==> src/design/rwct_pkg.sv <==
package rwct_pkg;

  typedef enum logic [1:0] {
    OP_LOAD   = 2'd0,
    OP_SETUP  = 2'd1,
    OP_SAMPLE = 2'd2,
    OP_NONE   = 2'd3
  } op_t;

  typedef enum logic [1:0] {
    BK_IDLE,
    BK_DIV,
    BK_READ,
    BK_EMIT
  } bk_state_t;

  localparam int unsigned HEIGHT_MAX = 24'hFFFFFF;

  typedef struct packed {
    op_t          op;
    logic [11:0]  ray_x;
    logic [11:0]  ray_y;
    logic [19:0]  player_x;
    logic [19:0]  player_y;
    logic signed [15:0] dir_cos;
    logic signed [15:0] dir_sin;
    logic [9:0]   column;
    logic [8:0]   row;
    logic         texture_select;
    logic [11:0]  texel_index;
    logic [31:0]  texel_color;
  } beat_t;

endpackage

==> src/design/rwct_fifo.sv <==
module rwct_fifo (
  input  logic           clk,
  input  logic           rst_n,
  input  logic           push,
  input  rwct_pkg::beat_t push_data,
  input  logic           pop,
  output rwct_pkg::beat_t pop_data,
  output logic           empty,
  output logic           full
);
  import rwct_pkg::*;

  beat_t      slot_r [2];
  logic       wp_r, rp_r;
  logic [1:0] cnt_r;

  always_ff @(posedge clk) begin
    if (push) slot_r[wp_r] <= push_data;
    if (!rst_n) begin
      wp_r <= 1'b0;
      rp_r <= 1'b0;
      cnt_r <= 2'd0;
    end else begin
      if (push) wp_r <= ~wp_r;
      if (pop) rp_r <= ~rp_r;
      cnt_r <= cnt_r + 2'(push) - 2'(pop);
    end
  end

  assign pop_data = slot_r[rp_r];
  assign empty = (cnt_r == 2'd0);
  assign full  = (cnt_r == 2'd2);
endmodule

==> config.mk <==
export PLATFORM = sky130hd
export DESIGN_NAME = rwct_fifo
export DESIGN_NICKNAME = d
export VERILOG_FILES = /design/src/design/rwct_pkg.sv /design/src/design/rwct_fifo.sv
export SDC_FILE = /design/constraint.sdc
export NUM_CORES = 1
export LEC_CHECK = 0
export ABC_AREA = 1
export ABC_CLOCK_PERIOD_IN_PS = 8700
export BUFFER_PORTS_ARGS = -buffer_cell sky130_fd_sc_hd__buf_2
export CORE_MARGIN = 2
export CORE_UTILIZATION = 43
export DETAILED_ROUTE_END_ITERATION = 16
export PLACE_DENSITY = 0.77
export SETUP_SLACK_MARGIN = 0.05
export SLEW_MARGIN = 0
export SYNTH_ARGS = -nofsm -noshare
export SYNTH_HDL_FRONTEND = slang
export SYNTH_SLANG_ARGS = --single-unit
==> constraint.sdc <==
create_clock -name clk -period 8.7 [get_ports clk]
set_input_delay 1.305 -clock clk [delete_from_list [all_inputs] [get_ports clk]]
set_output_delay 1.305 -clock clk [all_outputs]
set_load 0.005 [all_outputs]
== Word-level counts from Yosys, hierarchy flattened ==
Memories as Yosys holds them, arrays and structs flattened. A register that Yosys moved wholly into a read port is not among the register bits.
Index checks and enable logic that the tools add are counted.
Word-level totals
  flip-flop bits (word level): 4
  bits in writable memories: 324
  logic and storage cells: 14
  memories: 1
Memory list
  slot_r: depth 2, bits a word 162, read ports 1, clocked after memory_dff 1, wr ports 1, RTL line rwct_fifo.sv:13  | beat_t slot_r [2];
Operators by class
  $add $sub $neg: 2
  eq/ne operators: 1
  muxes and demuxes: 4
  bitwise operators: 2
  reduce and logical (&&, ||, !) cells: 1
Operator list (number)
  1-bit 2-to-1 mux: 4
  2-bit by 1-bit adder with 2-bit output: 1
  2-bit == test (second input constant): 1
  2-bit logical NOT: 1
  1-bit NOT: 2
  2-bit by 1-bit subtractor with 2-bit output: 1

== Logic depth before layout (Yosys ltp) ==
Gate-level depths: netlist of run 1.
  word-level depth: 3
  mapped depth: 9

== Worst setup path after synthesis of run 1 ==
Ideal clock, no wire load.
  kind: input port to flip-flop
  start: input push
  end: memory slot_r[0][0] (netlist name) (enable)
  library setup time: 0.690 ns
  data arrival time: 8.117 ns
  slack: -0.108 ns
  stages on the path: 2
  cell sequence: inv_1 -> nor2_1
Between the ends
  word-level cells in the longest chain between the ends: 2
RTL lines
  start, declared: RTL line rwct_fifo.sv:4  | input logic push,
  1-bit 2-to-1 mux: RTL line rwct_fifo.sv:18  | if (push) slot_r[wp_r] <= push_data;
  1-bit 2-to-1 mux (not written as such): RTL line rwct_fifo.sv:18
  end, declared: RTL line rwct_fifo.sv:13
No other way between the ends.

==> impl_metrics.env, run 1 <==
export IMPL_cp_arrival_ps=2760
export IMPL_clkSlewWorstSetupHoldPaths_ps=50
export IMPL_dr_pass1_iters=4
export IMPL_cap_violations=0
export IMPL_path_class="register to output pin"
export IMPL_cts_root_buf="clkbuf_16"
export IMPL_layout_drive_gt1_share_pct=59.7
export IMPL_cts_tree="built"
export IMPL_rsz0062_at_grt="false"
export IMPL_grt_pass1_wl_um=34700
export IMPL_place_congestion=0.728
export IMPL_synthAdderAreaFrac_pct=0.205
export IMPL_max_clock_freq_mhz=246
export IMPL_cts_hold_buf=0
export IMPL_port_buffers=329
export IMPL_layout_nets=1057
export IMPL_ant_nets=0
export IMPL_setup_violations=0
export IMPL_hold_class="register to register"
export IMPL_synth_compound_area_share_pct=0.0409
export IMPL_vdd_drop_max_mv=0.149
export IMPL_fin_skew_ps=7.65
export IMPL_synthTopCellsByArea="edfxtp_1, mux2_4, mux2_2"
export IMPL_rows=61
export IMPL_numCtsBuffers=34
export IMPL_cts_sinks=329
export IMPL_ioPinCount=330
export IMPL_period_share_pct=46.8
export IMPL_clock_latency_ps=490
export IMPL_start_util_pct=43.8
export IMPL_yosys_area_share_simple_pct=0.563
export IMPL_synth_area_sq_um=12200
export IMPL_cp_max_fo=61
export IMPL_core_area_sq_um=27900
export IMPL_overflow=0
export IMPL_seq_area_sq_um=9830
export IMPL_htreeDepth=2
export IMPL_grt_use_total_pct=14.9
export IMPL_synthesis_instances=537
export IMPL_dieWidth_um=173
export IMPL_via_count=6122
export IMPL_yosysTopAreaCell="edfxtp_1"
export IMPL_synth_mux_area_share_pct=17.4
export IMPL_hold_viol_final=0
export IMPL_final_common_cell="buf_2"
export IMPL_area_growth_pct=25.7
export IMPL_synth_nets=705
export IMPL_report_final_slew_viol_count=0
export IMPL_tightest_slew_ps=1070
export IMPL_die_area_sq_um=29800
export IMPL_layout_common_cells="buf_2, edfxtp_1, mux2_2"
export IMPL_wire_per_inst_um=17.9
export IMPL_netlist_cell_type_count=12
export IMPL_via_per_inst=4.73
export IMPL_multi_input_area_sq_um=2230
export IMPL_synth_area_per_cell_sq_um=22.8
export IMPL_synth_xor_xnor_area_share_pct=0
export IMPL_max_slew_margin_pct=28.9
export IMPL_dp_hpwl_um=15400
export IMPL_chipHeight_um=173
export IMPL_finalNonFillerCells=1295
export IMPL_p_per_area_nw_per_um2=234
export IMPL_crit_required_ps=7390
export IMPL_wl_um=23100
export IMPL_synth_top_area_share_pct=79.5
export IMPL_grt_pass1_vias=6358
export IMPL_antenna_found_initial=4
export IMPL_tns_ps=0
export IMPL_placed_cells=1231
export IMPL_cts_resized=0
export IMPL_drtIter0Drc=328
export IMPL_grt_max_degree=85
export IMPL_fillers=2190
export IMPL_synth_ff_latch_count=329
export IMPL_ys_seq_area_share_pct=80.4
export IMPL_drc=0
export IMPL_synth_top_family_by_area="multiplexers"
export IMPL_min_period_ps=4070
export IMPL_status="finished, final reports clean"
export IMPL_postCtsSetupBuffers=0
export IMPL_cts_path_max_buffers=3
export IMPL_yosys_warnings=0
export IMPL_start_kind="register"
export IMPL_p_leak_nw=5.95
export IMPL_end_kind="output pin"
==> worst max-delay path, stage by stage, from the launching register on <==
cell and delay [ps]:
dfxtp_4 750, buf_4 860, mux2_2 420, buf_2 130
==> through the flow <==
stage | worst slack, ps | total power, W | hold slack, ps | utilization, % | instance area (sq um)
6_report | 4630 | 0.00359 | 504 | 55.0 | 15400
5_1_grt | 4460 | 0.00373 | 539 | 55.0 | 15400
4_1_cts | 4580 | 0.00364 | 512 | 55.0 | 15400
3_5_place_dp | 5100 | 0.00221 | 487 | 51.0 | 14300
3_3_place_gp | 5120 | 0.00220 | 476 | 51.0 | 14300
2_1_floorplan | 2720 | 0.00207 | 463 | - | 12200
==> cells in the mapped netlist (all sizes together) <==
cell type	instances
dfxtp	5
nand3	1
inv	7
ha	2
edfxtp	324
buf	18
nor2	9
nand2	8
a21oi	1
mux2	162
==> where the power goes <==
part	total [W]	switching, W	leakage (nW)	internal (W)
combinational	0.000305	0.000143	2.32	0.000162
clock	0.00142	0.000552	0.543	0.000873
sequential	0.00186	0.0000261	3.08	0.00184
==> worst paths after layout <==
path,depth (start not counted),slack [ps],endpoint,start
worst max-delay path,3,4630,pop_data[38],register
worst min-delay path,2,500,rp_r,rp_r
worst max register to register,3,6230,slot_r[1][152],wp_r
worst min register to register,2,500,rp_r,rp_r
==> flip-flops by register name, summed over array words and instances (netlist names), named ones only <==
| register | flops |
|---|---|
| wp_r | 1 |
| cnt_r | 2 |
| rp_r | 1 |
| slot_r | 324 |
==> routing by layer <==
metal | wire [um] | global-route usage, %
met1 | 8980 | 17.1
met2 | 11800 | 26.1
met3 | 1710 | 4.86
met5 | 0 | 0
met4 | 627 | 5.54
==> kinds of logic after synthesis <==
group	Yosys count
muxes	162
DFF	329
buffers and inverters	25
and+or+nand+nor	18
adders and majority gates	2
AOI/OAI and AO/OA	1
==> final cells by class <==
type | count | area share (%)
clock buffers | 49 | 6.38
diodes | 4 | 0.0651
inverters | 7 | 0.203
repair buffers | 334 | 11.0
flip-flops and latches | 329 | 64.0
multi-input cells | 183 | 14.5
clock inverters | 11 | 0.846
well taps | 378 | 3.08
Power figures use the tool's default switching activity.
==> run 2: changes to the inputs <==
Settings changed: ABC_CLOCK_PERIOD_IN_PS 8700 to 3600.
Clock period 8.7 ns to 3.6 ns, I/O delays scaled along.
==> run 2 against run 1 <==
Net effect:
- global-route usage barely moved
- clock skew up 10 ps
- routed wire length grew 0.76%
- first-iteration DRC count fell by 4.9%
- power rose by 140%
- sequential share of layout area down 0.31 points
- die area is the same
- register-to-register slack worse by 4800 ps
- worst hold slack worse by 280 ps
- cell area rose by 0.48%
- largest power group unchanged
==> impl_metrics.env, run 2 (synthesis results as in run 1) <==
export IMPL_status="finished, final reports clean"
export IMPL_min_from="push_data[70]"
export IMPL_placed_cells=1239
export IMPL_clock_latency_ps=500
export IMPL_period_share_pct=77.8
export IMPL_cp_arrival_ps=2260
export IMPL_largest_register="slot_r"
export IMPL_place_congestion=0.748
export IMPL_max_clock_freq_mhz=357
export IMPL_p_per_area_nw_per_um2=557
export IMPL_vdd_drop_max_mv=0.438
export IMPL_layout_drive_gt1_share_pct=60.1
export IMPL_fin_skew_ps=17.6
export IMPL_path_class="register to output pin"
export IMPL_final_common_cell="buf_2"
export IMPL_largest_reg_flops=324
export IMPL_die_area_sq_um=29800
export IMPL_rows=61
export IMPL_cts_hold_buf=0
export IMPL_min_period_ps=2800
export IMPL_grt_use_total_pct=15.0
export IMPL_antenna_found_initial=4
export IMPL_dr_pass1_iters=4
export IMPL_cts_tree="built"
export IMPL_ant_nets=0
export IMPL_dp_hpwl_um=15600
export IMPL_grt_pass1_wl_um=34700
export IMPL_layout_common_cells="buf_2, edfxtp_1, mux2_2"
export IMPL_dieWidth_um=173
export IMPL_core_area_sq_um=27900
export IMPL_cap_violations=0
export IMPL_htreeDepth=2
export IMPL_postCtsSetupBuffers=0
export IMPL_wire_per_inst_um=17.9
export IMPL_overflow=0
export IMPL_rr_startpoint="wp_r"
export IMPL_tns_ps=0
export IMPL_max_slew_margin_pct=35.2
export IMPL_area_growth_pct=26.3
export IMPL_chipHeight_um=173
export IMPL_finalPower_w=0.00860
export IMPL_grt_max_degree=83
export IMPL_largestRegisters="slot_r x324, cnt_r x2"
export IMPL_port_buffers=329
export IMPL_crit_required_ps=3060
export IMPL_layout_nets=1067
export IMPL_cts_resized=0
export IMPL_clkSlewWorstSetupHoldPaths_ps=60
export IMPL_rsz0062_at_grt="false"
export IMPL_start_kind="register"
export IMPL_end_kind="output pin"
export IMPL_via_per_inst=4.72
export IMPL_utilization_pct=55.3
export IMPL_cts_sinks=329
export IMPL_setup_violations=0
export IMPL_report_final_slew_viol_count=0
export IMPL_finalNonFillerCells=1303
export IMPL_drc=0
export IMPL_cts_root_buf="clkbuf_16"
export IMPL_tightest_slew_ps=972
export IMPL_hold_viol_final=0
export IMPL_drtIter0Drc=312
export IMPL_grt_pass1_vias=6406
export IMPL_ioPinCount=330
export IMPL_cts_path_max_buffers=3
export IMPL_wl_um=23300
export IMPL_numCtsBuffers=36
export IMPL_start_util_pct=43.8
export IMPL_p_leak_nw=5.99
export IMPL_cp_max_fo=45
export IMPL_hold_class="primary input to register"
export IMPL_via_count=6155
## run 2: power by group
group          switching, W  internal [W]  leakage (nW)
sequential        0.0000653       0.00444          3.08
clock               0.00133       0.00200         0.530
combinational      0.000352      0.000405          2.38
total               0.00175       0.00685          5.99
## run 2: critical path: stages, from the launching register on
cell	delay (ps)
dfxtp_4	810
buf_4	380
mux2_2	380
buf_2	130
## run 2: path summary, 6_finish.rpt
| kind | slack (ps) | cells past startpoint | to |
|---|---|---|---|
| setup / recovery | 800 | 3 | pop_data[44] |
| hold / removal | 220 | 1 | slot_r[0][70] |
| setup reg to reg | 1420 | 4 | slot_r[1][161] |
| hold reg to reg | 510 | 2 | rp_r |
## run 2: layout make-up
type | instances | area (sq um)
timing repair buffer | 342 | 1790
inverter | 7 | 30.0
antenna | 3 | 7.51
multi-input combinational | 183 | 2230
sequential | 329 | 9830
clock inverter | 9 | 76.3
fill | 2173 | 12500
clock buffer | 52 | 1000
tap | 378 | 473
## run 2: routing by layer
metal | vias up | wire length (um) | global-route usage [%] | share of wire, %
met5 | - | 11 | 0 | 0.047
met1 | 3001 | 9040 | 17.5 | 39
met3 | 47 | 1780 | 4.68 | 7.6
li1 | 2852 | - | - | -
met2 | 253 | 11900 | 26.0 | 51
met4 | 2 | 574 | 5.44 | 2.5
## run 2: through the flow
stage	setup WS, ps	hold WS [ps]	cell area (sq um)
after floorplan	161	463	12200
after global placement	1210	474	14400
after detailed placement	1180	502	14400
after CTS	756	194	15400
after global routing	686	198	15400
final	798	225	15400
==> run 3: changes to the inputs <==
Settings changed: ABC_CLOCK_PERIOD_IN_PS 3600 to 2820, PLACE_DENSITY 0.77 to 0.74.
Clock period 3.6 ns to 2.82 ns, I/O delays scaled along.
==> run 3 against run 2 <==
Net effect:
- routed wire length down 0.52%
- final cell count down 0.31%
- flip-flop and latch count unchanged
- core utilization up 0.058 points
- critical path type unchanged
==> impl_metrics.env, run 3 (synthesis results as in run 1) <==
export IMPL_numCtsBuffers=35
export IMPL_cap_violations=0
export IMPL_wl_um=23200
export IMPL_largestRegisters="slot_r x324, cnt_r x2"
export IMPL_vdd_drop_max_mv=0.530
export IMPL_cp_slowest_cell="dfxtp_4"
export IMPL_ioPinCount=330
export IMPL_clock_latency_ps=490
export IMPL_min_period_ps=2410
export IMPL_end_kind="output pin"
export IMPL_cts_resized=0
export IMPL_antenna_found_initial=3
export IMPL_hold_depth=1
export IMPL_wire_per_inst_um=17.8
export IMPL_drc=0
export IMPL_finalPower_w=0.0109
export IMPL_reg2reg_to="slot_r[1][129]"
export IMPL_cp_arrival_ps=1990
export IMPL_final_common_cell="buf_2"
export IMPL_tightest_slew_ps=541
export IMPL_cp_max_fo=60
export IMPL_crit_required_ps=2400
export IMPL_die_area_sq_um=29800
export IMPL_p_per_area_nw_per_um2=706
export IMPL_hold_viol_final=0
export IMPL_htreeDepth=2
export IMPL_start_util_pct=43.8
export IMPL_max_slew_margin_pct=63.9
export IMPL_rrSetupSlack_ps=1360
export IMPL_crit_buf_inv=2
export IMPL_largest_register="slot_r"
export IMPL_period_share_pct=85.6
export IMPL_status="finished, final reports clean"
export IMPL_rsz0062_at_grt="false"
export IMPL_via_per_inst=4.73
export IMPL_core_area_sq_um=27900
export IMPL_layout_common_cells="buf_2, edfxtp_1, mux2_2"
export IMPL_hold_class="primary input to register"
export IMPL_cts_sinks=329
export IMPL_chipHeight_um=173
export IMPL_fin_skew_ps=9.58
export IMPL_path_class="register to output pin"
export IMPL_port_buffers=329
export IMPL_min_from="push_data[90]"
export IMPL_largest_reg_flops=324
export IMPL_rr_startpoint="wp_r"
export IMPL_dieWidth_um=173
export IMPL_hold_end="slot_r[0][90]"
export IMPL_multi_input_area_sq_um=2250
export IMPL_via_count=6147
export IMPL_start_kind="register"
export IMPL_r2r_cells=3
export IMPL_layout_nets=1061
export IMPL_place_ws_ps=904
export IMPL_rows=61
export IMPL_grt_pass1_vias=6462
export IMPL_ant_nets=0
export IMPL_dp_hpwl_um=15300
export IMPL_fin_ws_ps=406
export IMPL_grt_max_degree=86
export IMPL_worstPathCellList="buf_12 -> mux2_2 -> buf_2"
export IMPL_max_clock_freq_mhz=414
export IMPL_whs_ps=110
export IMPL_cts_hold_buf=0
export IMPL_cts_path_max_buffers=3
export IMPL_cts_root_buf="clkbuf_16"
export IMPL_layout_drive_gt1_share_pct=60.1
export IMPL_p_leak_nw=5.97
export IMPL_dr_pass1_iters=6
export IMPL_cp_slowest_stage_delay_ps=560
export IMPL_grt_use_total_pct=15.2
export IMPL_postCtsSetupBuffers=0
export IMPL_cpLargestDelayFamily="flip-flops"
export IMPL_place_congestion=0.751
export IMPL_drtIter0Drc=388
export IMPL_setup_violations=0
export IMPL_cts_tree="built"
export IMPL_area_growth_pct=26.4
export IMPL_fillers=2181
export IMPL_seq_area_sq_um=9830
export IMPL_clkSlewWorstSetupHoldPaths_ps=60
export IMPL_report_final_slew_viol_count=0
export IMPL_overflow=0
export IMPL_grt_pass1_wl_um=35200
export IMPL_tns_ps=0
[run 3: changes by cell type in the layout (fill, tap and decap cells not counted), moves of 2 or more]
cell | previous run | this run
buf_12 | 4 | 7
buf_4 | 9 | 1
clkbuf_1 | 13 | 7
clkbuf_8 | 2 | 0
clkinv_1 | 1 | 7
[run 3: how the worst max path moves through the flow]
stage / startpoint / to / cells after the start
2_1_floorplan: push / slot_r[1][0] / 2
3_3_place_gp: register / pop_data[17] / 3
3_5_place_dp: register / pop_data[64] / 3
4_1_cts: register / pop_data[64] / 3
5_1_grt: register / pop_data[19] / 3
6_report: register / pop_data[19] / 3
[run 3: cell type report]
type                            instances  share of cell area [%]
Sequential cell                       329                    63.6
Multi-Input combinational cell        183                    14.5
Timing Repair Buffer                  337                    11.6
Clock buffer                           44                    6.16
Tap cell                              378                    3.06
Clock inverter                         17                   0.720
Inverter                                7                   0.275
Antenna cell                            4                  0.0647
[run 3: where the power goes]
group          internal (W)  switching (W)  leakage, nW  total [W]
clock network       0.00248        0.00172        0.521    0.00420
logic              0.000518       0.000456         2.36   0.000974
registers           0.00567      0.0000728         3.08    0.00574
[run 3: through the flow]
| stage | util, % | instance area [sq um] | cells |
|---|---|---|---|
| after CTS | 55.3 | 15500 | 1295 |
| final | 55.4 | 15500 | 1299 |
| after detailed placement | 51.5 | 14400 | 1234 |
| after global placement | 51.5 | 14400 | 1234 |
| after floorplan | - | 12300 | 537 |
| after global routing | 55.3 | 15500 | 1297 |
[run 3: routing by layer]
layer / track usage (%) / part of all wire (%)
met1: 18.8 / 40
met3: 4.64 / 8.8
met2: 25.1 / 49
met5: 0 / 0
met4: 5.86 / 2.5
